`src/design/wfsa_pkg.sv`:
```
// shared types, codes and defaults for the worst-fit segment allocator
package wfsa_pkg;

  localparam int DEF_ADDR_SPACE   = 256;
  localparam int DEF_MAX_SEGMENTS = 16;

  localparam logic [8:0] SPACE_LIMIT_RST = 9'd200;

  localparam logic FUNC_ALLOC = 1'b0;
  localparam logic FUNC_FREE  = 1'b1;

  localparam logic [2:0] RC_OK         = 3'd0;
  localparam logic [2:0] RC_ZERO_LEN   = 3'd1;
  localparam logic [2:0] RC_NO_SPACE   = 3'd2;
  localparam logic [2:0] RC_NOT_FOUND  = 3'd3;
  localparam logic [2:0] RC_TABLE_FULL = 3'd4;
  localparam logic [2:0] RC_EXHAUSTED  = 3'd5;

  typedef struct packed {
    logic        func;
    logic [8:0]  req_length;
    logic [15:0] req_handle;
  } in_word_t;

  typedef struct packed {
    logic [2:0]  result_code;
    logic [15:0] granted_handle;
    logic [7:0]  granted_start;
  } out_word_t;

endpackage

```
`src/design/wfsa_ram.sv`:
```
// generic simple dual-port ram with registered read
module wfsa_ram #(
  parameter int WIDTH = 8,
  parameter int DEPTH = 16
) (
  input  logic                     clk,
  input  logic                     we,
  input  logic [$clog2(DEPTH)-1:0] waddr,
  input  logic [WIDTH-1:0]         wdata,
  input  logic [$clog2(DEPTH)-1:0] raddr,
  output logic [WIDTH-1:0]         rdata
);

  logic [WIDTH-1:0] mem [DEPTH];

  always_ff @(posedge clk) begin
    if (we) begin
      mem[waddr] <= wdata;
    end
    rdata <= mem[raddr];
  end

endmodule

```
`src/design/worst_fit_segment_allocator.sv`:
```
// worst-fit segment allocator: table in ram, scan then shift sequencer
//
//  channel  | ports                      | handshake
//  ---------+----------------------------+------------------------------
//  request  | start, busy, in_word       | taken when start & !busy
//  result   | out_valid, out_word        | one-cycle strobe, no stall
//  config   | cfg_we, cfg_wdata          | written when cfg_we
//
// an item scans the table, one ram read per table entry, then decides; a free, or
// an allocate that splits a free segment, then moves the entries above it one per
// cycle through the single read port, and a split then drops in the remnant. the
// result strobe comes last. zero length and exhausted handles answer without a
// scan.
// synchronous active-low reset empties the table; ram contents are left as is.
// busy stays high up to and including the result strobe; the receiver cannot stall.
module worst_fit_segment_allocator
  import wfsa_pkg::*;
#(
  parameter int ADDR_SPACE   = wfsa_pkg::DEF_ADDR_SPACE,
  parameter int MAX_SEGMENTS = wfsa_pkg::DEF_MAX_SEGMENTS
) (
  input  logic                clk,
  input  logic                rst_n,
  input  logic                start,
  output logic                busy,
  input  wfsa_pkg::in_word_t  in_word,
  output logic                out_valid,
  output wfsa_pkg::out_word_t out_word,
  input  logic                cfg_we,
  input  logic [8:0]          cfg_wdata
);

  localparam int AW   = $clog2(ADDR_SPACE);
  localparam int CW   = ((AW + 1 > 9) ? AW + 1 : 9) + 1;
  localparam int IW   = $clog2(MAX_SEGMENTS);
  localparam int CNTW = $clog2(MAX_SEGMENTS + 1);

  localparam logic [2:0] ST_IDLE   = 3'd0;
  localparam logic [2:0] ST_SCAN   = 3'd1;
  localparam logic [2:0] ST_DECIDE = 3'd2;
  localparam logic [2:0] ST_SHIFT  = 3'd3;
  localparam logic [2:0] ST_TAIL   = 3'd4;
  localparam logic [2:0] ST_FIN    = 3'd5;

  typedef struct packed {
    logic [15:0]   owner;
    logic          free;
    logic [AW-1:0] first;
    logic [AW-1:0] last;
  } seg_t;

  logic [2:0]      state_r, state_nxt;
  logic [8:0]      limit_r;
  logic [CNTW-1:0] count_r, count_nxt;
  logic [15:0]     nh_r, nh_nxt;
  in_word_t        req_r, req_nxt;
  out_word_t       res_r, res_nxt;

  logic [IW-1:0]   k_r, k_nxt;
  logic            found_r, found_nxt;
  logic [IW-1:0]   pos_r, pos_nxt;
  logic [CW-1:0]   bsize_r, bsize_nxt;
  seg_t            pos_ent_r, pos_ent_nxt;
  seg_t            prev_r, prev_nxt;
  seg_t            pprev_r, pprev_nxt;
  seg_t            next_ent_r, next_ent_nxt;
  logic            pfree_r, pfree_nxt;
  logic            nfree_r, nfree_nxt;

  logic [IW-1:0]   rp_r, rp_nxt;
  logic [CNTW-1:0] left_r, left_nxt;
  logic            up_r, up_nxt;
  logic [1:0]      d_r, d_nxt;
  logic            infl_r, infl_nxt;
  logic [IW-1:0]   dst_r, dst_nxt;
  logic            tail_r, tail_nxt;
  seg_t            tail_ent_r, tail_ent_nxt;
  logic [IW-1:0]   tail_addr_r, tail_addr_nxt;

  logic            we;
  logic [IW-1:0]   waddr, raddr;
  seg_t            wdata, rdata;

  logic [CW-1:0]   lim_c, size_c, start_c, end_c, len_c;
  logic [CNTW:0]   src_c;

  wfsa_ram #(.WIDTH($bits(seg_t)), .DEPTH(MAX_SEGMENTS)) u_table (
    .clk   (clk),
    .we    (we),
    .waddr (waddr),
    .wdata (wdata),
    .raddr (raddr),
    .rdata (rdata)
  );

  assign busy      = (state_r != ST_IDLE);
  assign out_valid = (state_r == ST_FIN);
  assign out_word  = res_r;

  always_comb begin
    lim_c = (CW'(limit_r) > CW'(ADDR_SPACE)) ? CW'(ADDR_SPACE) : CW'(limit_r);
    len_c = CW'(req_r.req_length);
    size_c = CW'(rdata.last) - CW'(rdata.first) + CW'(1);
    if (found_r) begin
      start_c = CW'(pos_ent_r.first);
    end else if (count_r == '0) begin
      start_c = '0;
    end else begin
      start_c = CW'(prev_r.last) + CW'(1);
    end
    end_c = start_c + len_c;
    src_c = (CNTW+1)'(pos_r) + (CNTW+1)'(1) + (CNTW+1)'(nfree_r);
  end

  always_comb begin
    state_nxt     = state_r;
    count_nxt     = count_r;
    nh_nxt        = nh_r;
    req_nxt       = req_r;
    res_nxt       = res_r;
    k_nxt         = k_r;
    found_nxt     = found_r;
    pos_nxt       = pos_r;
    bsize_nxt     = bsize_r;
    pos_ent_nxt   = pos_ent_r;
    prev_nxt      = prev_r;
    pprev_nxt     = pprev_r;
    next_ent_nxt  = next_ent_r;
    pfree_nxt     = pfree_r;
    nfree_nxt     = nfree_r;
    rp_nxt        = rp_r;
    left_nxt      = left_r;
    up_nxt        = up_r;
    d_nxt         = d_r;
    infl_nxt      = infl_r;
    dst_nxt       = dst_r;
    tail_nxt      = tail_r;
    tail_ent_nxt  = tail_ent_r;
    tail_addr_nxt = tail_addr_r;
    we    = 1'b0;
    waddr = '0;
    wdata = '0;
    raddr = '0;

    case (state_r)
      ST_IDLE: begin
        if (start) begin
          req_nxt   = in_word;
          found_nxt = 1'b0;
          pfree_nxt = 1'b0;
          nfree_nxt = 1'b0;
          k_nxt     = '0;
          bsize_nxt = '0;
          res_nxt   = '0;
          if (in_word.func == FUNC_ALLOC && in_word.req_length == '0) begin
            res_nxt.result_code = RC_ZERO_LEN;
            state_nxt = ST_FIN;
          end else if (in_word.func == FUNC_ALLOC && nh_r == '0) begin
            res_nxt.result_code = RC_EXHAUSTED;
            state_nxt = ST_FIN;
          end else if (count_r == '0) begin
            state_nxt = ST_DECIDE;
          end else begin
            raddr     = '0;
            state_nxt = ST_SCAN;
          end
        end
      end

      ST_SCAN: begin
        // rdata holds entry k_r
        raddr     = k_r + IW'(1);
        prev_nxt  = rdata;
        pprev_nxt = prev_r;
        if (req_r.func == FUNC_ALLOC) begin
          if (rdata.free && size_c >= len_c && (!found_r || size_c >= bsize_r)) begin
            found_nxt   = 1'b1;
            pos_nxt     = k_r;
            bsize_nxt   = size_c;
            pos_ent_nxt = rdata;
          end
        end else begin
          if (!found_r && !rdata.free && rdata.owner == req_r.req_handle) begin
            found_nxt   = 1'b1;
            pos_nxt     = k_r;
            pos_ent_nxt = rdata;
            pfree_nxt   = (k_r != '0) && prev_r.free;
            pprev_nxt   = prev_r;
          end else if (found_r) begin
            pprev_nxt = pprev_r;
          end
          if (found_r && k_r == pos_r + IW'(1)) begin
            next_ent_nxt = rdata;
            nfree_nxt    = rdata.free;
          end
        end
        k_nxt = k_r + IW'(1);
        if (CNTW'(k_r) + CNTW'(1) >= count_r) begin
          state_nxt = ST_DECIDE;
        end
      end

      ST_DECIDE: begin
        res_nxt = '0;
        infl_nxt = 1'b0;
        tail_nxt = 1'b0;
        state_nxt = ST_FIN;
        if (req_r.func == FUNC_ALLOC) begin
          if (end_c > lim_c) begin
            res_nxt.result_code = RC_NO_SPACE;
          end else if (found_r && bsize_r == len_c) begin
            we    = 1'b1;
            waddr = pos_r;
            wdata = '{owner: nh_r, free: 1'b0, first: pos_ent_r.first,
                      last: pos_ent_r.last};
            res_nxt.granted_handle = nh_r;
            res_nxt.granted_start  = start_c[7:0];
            nh_nxt = nh_r + 16'd1;
          end else if (count_r >= CNTW'(MAX_SEGMENTS)) begin
            res_nxt.result_code = RC_TABLE_FULL;
          end else begin
            we    = 1'b1;
            waddr = found_r ? pos_r : count_r[IW-1:0];
            wdata = '{owner: nh_r, free: 1'b0, first: start_c[AW-1:0],
                      last: AW'(end_c - CW'(1))};
            res_nxt.granted_handle = nh_r;
            res_nxt.granted_start  = start_c[7:0];
            nh_nxt    = nh_r + 16'd1;
            count_nxt = count_r + CNTW'(1);
            if (found_r) begin
              // split: move the entries above up by one, then drop in the remnant
              tail_nxt      = 1'b1;
              tail_addr_nxt = pos_r + IW'(1);
              tail_ent_nxt  = '{owner: 16'd0, free: 1'b1, first: end_c[AW-1:0],
                                last: pos_ent_r.last};
              up_nxt    = 1'b1;
              rp_nxt    = IW'(count_r - CNTW'(1));
              left_nxt  = count_r - CNTW'(pos_r) - CNTW'(1);
              state_nxt = ST_SHIFT;
            end
          end
        end else begin
          if (!found_r) begin
            res_nxt.result_code = RC_NOT_FOUND;
          end else begin
            we    = 1'b1;
            waddr = pfree_r ? pos_r - IW'(1) : pos_r;
            wdata = '{owner: 16'd0, free: 1'b1,
                      first: pfree_r ? pprev_r.first : pos_ent_r.first,
                      last: nfree_r ? next_ent_r.last : pos_ent_r.last};
            // close the gap left by the merged neighbors
            d_nxt     = 2'(pfree_r) + 2'(nfree_r);
            up_nxt    = 1'b0;
            rp_nxt    = src_c[IW-1:0];
            left_nxt  = CNTW'((CNTW+1)'(count_r) - src_c);
            count_nxt = count_r - CNTW'(pfree_r) - CNTW'(nfree_r);
            state_nxt = ST_SHIFT;
          end
        end
      end

      ST_SHIFT: begin
        if (infl_r) begin
          we    = 1'b1;
          waddr = dst_r;
          wdata = rdata;
        end
        raddr = rp_r;
        if (left_r != '0) begin
          infl_nxt = 1'b1;
          dst_nxt  = up_r ? rp_r + IW'(1) : rp_r - IW'(d_r);
          rp_nxt   = up_r ? rp_r - IW'(1) : rp_r + IW'(1);
          left_nxt = left_r - CNTW'(1);
        end else begin
          infl_nxt = 1'b0;
          if (!infl_r) begin
            state_nxt = tail_r ? ST_TAIL : ST_FIN;
          end
        end
      end

      ST_TAIL: begin
        we        = 1'b1;
        waddr     = tail_addr_r;
        wdata     = tail_ent_r;
        state_nxt = ST_FIN;
      end

      ST_FIN: begin
        state_nxt = ST_IDLE;
      end

      default: begin
        state_nxt = ST_IDLE;
      end
    endcase
  end

  always_ff @(posedge clk) begin
    if (!rst_n) begin
      state_r <= ST_IDLE;
      limit_r <= SPACE_LIMIT_RST;
      count_r <= '0;
      nh_r    <= 16'd1;
      infl_r  <= 1'b0;
      tail_r  <= 1'b0;
    end else begin
      state_r <= state_nxt;
      if (cfg_we) begin
        limit_r <= cfg_wdata;
      end
      count_r <= count_nxt;
      nh_r    <= nh_nxt;
      infl_r  <= infl_nxt;
      tail_r  <= tail_nxt;
    end
  end

  always_ff @(posedge clk) begin
    req_r       <= req_nxt;
    res_r       <= res_nxt;
    k_r         <= k_nxt;
    found_r     <= found_nxt;
    pos_r       <= pos_nxt;
    bsize_r     <= bsize_nxt;
    pos_ent_r   <= pos_ent_nxt;
    prev_r      <= prev_nxt;
    pprev_r     <= pprev_nxt;
    next_ent_r  <= next_ent_nxt;
    pfree_r     <= pfree_nxt;
    nfree_r     <= nfree_nxt;
    rp_r        <= rp_nxt;
    left_r      <= left_nxt;
    up_r        <= up_nxt;
    d_r         <= d_nxt;
    dst_r       <= dst_nxt;
    tail_ent_r  <= tail_ent_nxt;
    tail_addr_r <= tail_addr_nxt;
  end

endmodule
```
`config.mk`:
```
export PLATFORM = sky130hd
export DESIGN_NAME = worst_fit_segment_allocator
export DESIGN_NICKNAME = d
export VERILOG_FILES = /design/src/design/wfsa_pkg.sv /design/src/design/wfsa_ram.sv /design/src/design/worst_fit_segment_allocator.sv
export SDC_FILE = /design/constraint.sdc
export NUM_CORES = 1
export LEC_CHECK = 0
export BUFFER_PORTS_ARGS = -buffer_cell sky130_fd_sc_hd__clkbuf_2
export CAP_MARGIN = 30
export CORE_MARGIN = 2
export CORE_UTILIZATION = 50
export DETAILED_ROUTE_END_ITERATION = 12
export PLACE_DENSITY = 0.66
export SLEW_MARGIN = 20
export SYNTH_ARGS = -nofsm -noshare
export SYNTH_HDL_FRONTEND = slang
export SYNTH_HIERARCHICAL = 1
export SYNTH_SLANG_ARGS = --single-unit
```
`constraint.sdc`:
```
create_clock -name clk -period 9.1 [get_ports clk]
set_input_delay 0.455 -clock clk [delete_from_list [all_inputs] [get_ports clk]]
set_output_delay 0.455 -clock clk [all_outputs]
set_load 0.01 [all_outputs]
```
Word-level counts from Yosys, hierarchy flattened
Memory sizes are Yosys's and may differ from the RTL's. A register that Yosys moved wholly into a read port is not among the register bits.
Index checks and enable logic that the tools add are counted.
{"block": "op_classes", "n_addsub": 24, "eq_ne": 31, "mux": 121, "magnitude_cmp": 6, "bitwise": 5, "reduce_logical": 41}
{"cell": "$mux W33", "n": 5}
{"cell": "$mux W16", "n": 8}
{"cell": "$pmux W33 S3", "n": 1}
{"cell": "$mux W24", "n": 4}
{"cell": "$mux W4", "n": 21}
{"cell": "$mux W5", "n": 12}
{"cell": "$pmux W27 S2", "n": 1}
{"cell": "$mux W3", "n": 17}
{"cell": "$mux W10", "n": 3}
{"cell": "$ne A2 B2 Y1 const B", "n": 15}
{"cell": "$mux W1", "n": 28}
{"cell": "$mux W27", "n": 1}
{"cell": "$mux W9", "n": 3}
{"cell": "$pmux W4 S2", "n": 3}
{"cell": "$reduce_and A4 Y1", "n": 6}
{"cell": "$pmux W10 S2", "n": 1}
{"cell": "$mux W17", "n": 1}
{"cell": "$add A16 B1 Y16 const B", "n": 1}
{"cell": "$eq A16 B16 Y1", "n": 1}
{"cell": "$logic_not A16 Y1", "n": 1}
{"cell": "$mux W8", "n": 2}
{"cell": "$ne A3 B3 Y1 const B", "n": 5}
{"cell": "$pmux W3 S5", "n": 1}
{"cell": "$add A4 B1 Y4 const B", "n": 3}
{"cell": "other kinds (48)", "n": 84}
{"block": "totals", "out_inout_bits": 29, "ramBits": 528, "memories": 1, "register_bits": 194, "wordCells": 262}
{"memory": "u_table.mem", "words": 16, "word_bits": 33, "rd": 1, "rd_clocked_by_memory_dff": 1, "wr": 1, "line_no": "wfsa_ram.sv:14", "rtl": "logic [WIDTH-1:0] mem [DEPTH];"}

Depth between registers and ports, before layout
{"block": "logic_depth", "ltp_word": 10, "depth_mapped": 21}

Hierarchy
Netlist, hierarchy kept.
{"mod": "wfsa_ram", "n_inst": 1, "cells_each": 864, "area_per_inst_um2": 20629.8}
{"mod": "worst_fit_segment_allocator", "n_inst": 1, "cells_each": 1113, "area_per_inst_um2": 11701.2}

Worst setup path after synthesis
No wires, ideal clock.
{"block": "synth_timing", "kind": "reg2reg", "from": "register count_r[1]", "to": "memory u_table/mem[0][0] (netlist name) (enable)", "t_required_ns": 8.636, "period_less_slack_ns": 7.839, "setup_time_ns": 0.464, "arrival_time_ns": 7.375, "stages_incl_launch_ff": 21, "slack_ns": 1.261, "path_cell_list": "dfxtp_1 -> inv_1 -> ha_1 -> nor4b_1 -> nor2_1 -> a22o_1 -> ha_1 -> nand4_1 -> a21oi_1 -> and3b_1 -> xnor2_1 -> ha_1 -> a21o_1 -> a211oi_1 -> o221ai_1 -> o221a_1 -> buf_6 -> nor4_4 -> or4_1 -> or3b_2 -> nor3_1"}
{"block": "synth_between", "elab_chain_len": 10, "word_cells_on_any_way": 19}
{"item": "from (decl)", "line_no": "worst_fit_segment_allocator.sv:54", "rtl": "logic [CNTW-1:0] count_r, count_nxt;"}
{"item": "from (signal assigned)", "line_no": "worst_fit_segment_allocator.sv:312", "rtl": "count_r <= count_nxt;"}
{"item": "$logic_not A5 Y1", "line_no": "worst_fit_segment_allocator.sv:106", "rtl": "end else if (count_r == '0) begin"}
{"item": "$mux W9", "line_no": "worst_fit_segment_allocator.sv:106"}
{"item": "$mux W9", "line_no": "worst_fit_segment_allocator.sv:104", "rtl": "if (found_r) begin"}
{"item": "$add A9 B9 Y10", "line_no": "worst_fit_segment_allocator.sv:111", "rtl": "end_c = start_c + len_c;"}
{"item": "via end_c[7]", "line_no": "worst_fit_segment_allocator.sv:84", "rtl": "logic [CW-1:0] lim_c, size_c, start_c, end_c, len_c;"}
{"item": "$gt A10 B9 Y1", "line_no": "worst_fit_segment_allocator.sv:209", "rtl": "if (end_c > lim_c) begin"}
{"item": "$mux W1", "line_no": "worst_fit_segment_allocator.sv:209"}
{"item": "$mux W1", "line_no": "worst_fit_segment_allocator.sv:208", "rtl": "if (req_r.func == FUNC_ALLOC) begin"}
{"item": "$pmux W1 S3", "line_no": "worst_fit_segment_allocator.sv:145", "rtl": "case (state_r)"}
{"item": "via we", "line_no": "worst_fit_segment_allocator.sv:80", "rtl": "logic we;"}
{"item": "$mux W1", "line_no": "wfsa_ram.sv:17", "rtl": "if (we) begin"}
{"item": "$mux W1 (implied by the code)", "line_no": "wfsa_ram.sv:18", "rtl": "mem[waddr] <= wdata;"}
{"item": "to (decl)", "line_no": "wfsa_ram.sv:14"}
The timed path passes the listed nets, and every way through them passes these cells.

Worst setup path in the final report
{"block": "layout_timing", "from": "register count_r[1]", "to": "memory u_table/mem[11][15] (netlist name) (enable)"}
{"block": "layout_between", "word_cells_on_any_way": 19}
{"item": "$logic_not A5 Y1", "line_no": "worst_fit_segment_allocator.sv:106"}
{"item": "$mux W9", "line_no": "worst_fit_segment_allocator.sv:106"}
{"item": "$mux W9", "line_no": "worst_fit_segment_allocator.sv:104"}
{"item": "$add A9 B9 Y10", "line_no": "worst_fit_segment_allocator.sv:111"}
{"item": "$gt A10 B9 Y1", "line_no": "worst_fit_segment_allocator.sv:209"}
{"item": "$mux W4 *", "line_no": "worst_fit_segment_allocator.sv:209"}
{"item": "$mux W4 *", "line_no": "worst_fit_segment_allocator.sv:208"}
{"item": "$pmux W4 S3 *", "line_no": "worst_fit_segment_allocator.sv:145"}
{"item": "via waddr[3]", "line_no": "worst_fit_segment_allocator.sv:81", "rtl": "logic [IW-1:0] waddr, raddr;"}
The timed path passes the listed nets; every way through them passes the cells marked *.

==> impl_metrics.env <==
export IMPL_status="finished, final reports clean"
export IMPL_io_pins=68
export IMPL_grt_pass1_vias=18200
export IMPL_p_per_area_nw_per_um2=319
export IMPL_n_fill_cell=4910
export IMPL_top_usage_layer="met2"
export IMPL_numPortBuffers=67
export IMPL_rows=93
export IMPL_grt_overflow=0
export IMPL_postCtsHoldBufs=13
export IMPL_vias_per_cell=6.00
export IMPL_cts_resized_gates=0
export IMPL_wire_per_inst_um=25.2
export IMPL_fin_crit_sh_pct=77.8
export IMPL_gp_congestion=0.881
export IMPL_ff_latch_area_um2=22000
export IMPL_vdd_ir_drop_worst_v=0.000161
export IMPL_nets=2233
export IMPL_ys_ff_latch=755
export IMPL_grt_first_pass_wirelength_mm=115
export IMPL_maxCapViolations=0
export IMPL_fin_skew_ns=0.0227
export IMPL_tightest_slew_ns=1.02
export IMPL_area_delta_synth_final_pct=13.6
export IMPL_vias=18200
export IMPL_synthCells=1977
export IMPL_synth_nets=2104
export IMPL_drt_iter0_markers=1803
export IMPL_grt_max_degree=50
export IMPL_leakage_uw=0.0119
export IMPL_synth_edf_count=687
export IMPL_worstHoldPathType="in -> reg"
export IMPL_start_kind="flip-flop"
export IMPL_grt_usage_pct=23.1
export IMPL_fmax_mhz=141
export IMPL_use_met3_pct=4.69
export IMPL_drtPass1Iterations=6
export IMPL_finalSetupTns_ns=0
export IMPL_drc_errors=0
export IMPL_cts_sinks=755
export IMPL_use_met2_pct=36.5
export IMPL_final_hold_violation_count=0
export IMPL_multiInputGateArea_um2=9670
export IMPL_syn_area_um2=32300
export IMPL_maxSlewHeadroom_pct=31.9
export IMPL_initial_utilization_pct=50.3
export IMPL_ys_async_sr_fraction_pct=0
export IMPL_ant_nets=0
export IMPL_coreArea_um2=64200
export IMPL_dp_hpwl_mm=49.6
export IMPL_root_buffer="clkbuf_16"
export IMPL_fp_dieW_um=258
export IMPL_cts_setup_buffers=0
export IMPL_critPathMaxFanout=27
export IMPL_drt_wl_total_mm=76.1
export IMPL_clock_path_buffers=3
export IMPL_setup_viol=0
export IMPL_ys_seq_area_share_pct=68.0
export IMPL_slew_violations=0
export IMPL_cp_required_ns=9.39
export IMPL_fp_dieH_um=258
export IMPL_synthFlopType="edfxtp_1"
export IMPL_grt_setup_unrepaired="no"
export IMPL_fin_area_um2=36700
export IMPL_insertion_delay_ns=0.63
export IMPL_htree_levels=3
export IMPL_drive_gt1_share_pct=18.5
export IMPL_cts_tree="built"
export IMPL_cp_end_kind="flip-flop"
export IMPL_synth_distinct_cells=71
export IMPL_clkTransAtPathRegs_ns=0.06
export IMPL_placed_area_um2=33900
export IMPL_post_route_min_period_ns=7.08
export IMPL_crit_type="reg -> reg"
export IMPL_grtUsageMet1_pct=32.6
export IMPL_die_area_um2=66700
export IMPL_cts_buffers=79
export IMPL_crit_arrival_ns=7.36
export IMPL_synth_avg_cell_area_um2=16.4
export IMPL_yosysWarnings=6
export IMPL_antenna_found_initial=2
registers in the layout, summed over array words and instances (netlist names), 5 cells and up:
name and cells:
left_r 5, u_table/rdata 33, tail_ent_r 16, count_r 5
prev_r 17, len_c 9, pos_ent_r 16, u_table/mem 528
limit_r 9, bsize_r 10, next_ent_r 8, pprev_r 8
req_r 17, nh_r 16, out_word 27
cells in the mapped netlist, types with 11 or more instances:
| master | n | area (um2) |
|---|---|---|
| a21o_1 | 19 | 143 |
| a21oi_1 | 45 | 225 |
| a221oi_1 | 20 | 175 |
| a22o_1 | 20 | 175 |
| a22oi_1 | 74 | 556 |
| and2_1 | 32 | 200 |
| and3_1 | 14 | 87.6 |
| buf_2 | 11 | 55.1 |
| clkbuf_1 | 71 | 267 |
| dfxtp_1 | 68 | 1360 |
| edfxtp_1 | 687 | 20600 |
| ha_1 | 82 | 1030 |
| inv_1 | 69 | 259 |
| mux2i_1 | 44 | 440 |
| mux4_1 | 19 | 499 |
| mux4_2 | 113 | 2540 |
| nand2_1 | 110 | 413 |
| nand2b_1 | 28 | 175 |
| nand3_1 | 29 | 145 |
| nand4_1 | 21 | 131 |
| nor2_1 | 91 | 342 |
| nor3_1 | 26 | 130 |
| nor4_1 | 15 | 93.8 |
| o21ai_0 | 42 | 210 |
| xnor2_1 | 48 | 420 |
| xor2_1 | 33 | 289 |
worst max-delay path, stage by stage (launching register included):
cell,delay [ns]
dfxtp_1,0.65
inv_1,0.18
ha_1,0.27
nor4b_1,0.16
buf_4,0.19
nor2_1,0.21
a22o_1,0.21
ha_1,0.31
a21oi_2,0.18
a21boi_0,0.14
o31a_1,0.28
o21a_1,0.18
nor2_1,0.11
xnor2_1,0.17
ha_1,0.31
a211oi_1,0.23
o221ai_1,0.18
o221ai_1,0.22
buf_4,0.23
nand4_1,0.11
buf_4,0.27
o21ai_0,0.43
nand3b_1,0.40
nor2_4,0.63
buf_4,0.46
report_power, final:
group / switching (uW) / leakage, uW / internal [uW]
clock: 1320 / 0.00126 / 1860
sequential: 297 / 0.00626 / 4380
combinational: 2340 / 0.00435 / 1530
layer usage:
layer,wire length (um),up-vias,share of wire [%]
met2,35900,725,47
li1,-,8073,-
met5,0,-,0
met4,2050,0,2.7
met3,6020,118,7.9
met1,32200,9259,42
logic make-up after synthesis:
family                   after synthesis  share of synthesized area (%)
flip-flops                           755                           68.0
AND/OR/NAND/NOR                      406                           6.24
AO/OA/AOI/OAI                        296                           6.50
multiplexers                         176                           10.8
buffers and inverters                173                           2.59
adder cells (fa/ha/maj)               88                           3.54
XOR/XNOR                              83                           2.33
area by class of cell:
type | instances | share of cell area [%]
Clock buffer | 107 | 5.83
Tap cell | 855 | 2.91
Clock inverter | 38 | 1.17
Sequential cell | 755 | 59.9
Timing Repair Buffer | 151 | 3.13
Multi-Input combinational cell | 1049 | 26.3
Inverter | 70 | 0.716
Antenna cell | 2 | 0.0136
cell usage in the layout, fill, tap and decap left out, types with 7 or more instances in the layout:
cell type / n
edfxtp_1: 687
mux4_2: 113
nand2_1: 110
ha_1: 82
clkbuf_16: 79
nor2_1: 77
a22oi_1: 74
inv_1: 69
dfxtp_1: 68
clkbuf_2: 68
buf_4: 58
xnor2_1: 48
a21oi_1: 45
mux2i_1: 44
o21ai_0: 41
xor2_1: 33
and2_1: 31
nand3_1: 29
nand2b_1: 28
clkbuf_1: 22
nand4_1: 21
nor3_1: 21
a22o_1: 20
a221oi_1: 20
mux4_1: 19
a21o_1: 18
clkinv_2: 17
nor4_1: 15
and3_1: 14
dlygate4sd3_1: 13
nor2_4: 13
o211ai_1: 9
clkinv_1: 9
o21a_1: 8
o311ai_0: 8
a211oi_1: 7
nor3b_1: 7
o41ai_1: 7
bufinv_16: 7
buf_16: 7
final timing paths:
| check | start | to | slack [ns] | cells after the start |
|---|---|---|---|---|
| worst max-delay path | count_r[1] | u_table/mem[11][15] | 2.02 | 24 |
| worst max register to register | count_r[1] | u_table/mem[11][15] | 2.02 | 24 |
| worst min-delay path | in_word[3] | req_r[3] | 0.04 | 1 |
| worst min register to register | prev_r[15] | pprev_r[15] | 0.42 | 0 |
through the flow:
| step | instances | hold WS [ns] | setup WS [ns] | utilization, % | power [uW] |
|---|---|---|---|---|---|
| after floorplan | 1977 | 0.400 | 1.26 | - | 7310 |
| after global placement | 2851 | 0.402 | 1.84 | 52.5 | 8490 |
| after detailed placement | 2861 | 0.405 | 1.59 | 52.8 | 8590 |
| after CTS | 3019 | 0.00329 | 1.57 | 57.0 | 11800 |
| after global routing | 3025 | 0.0124 | 1.47 | 57.2 | 12400 |
| final | 3027 | 0.0427 | 2.02 | 57.2 | 11700 |
Power figures use the tool's default switching activity.
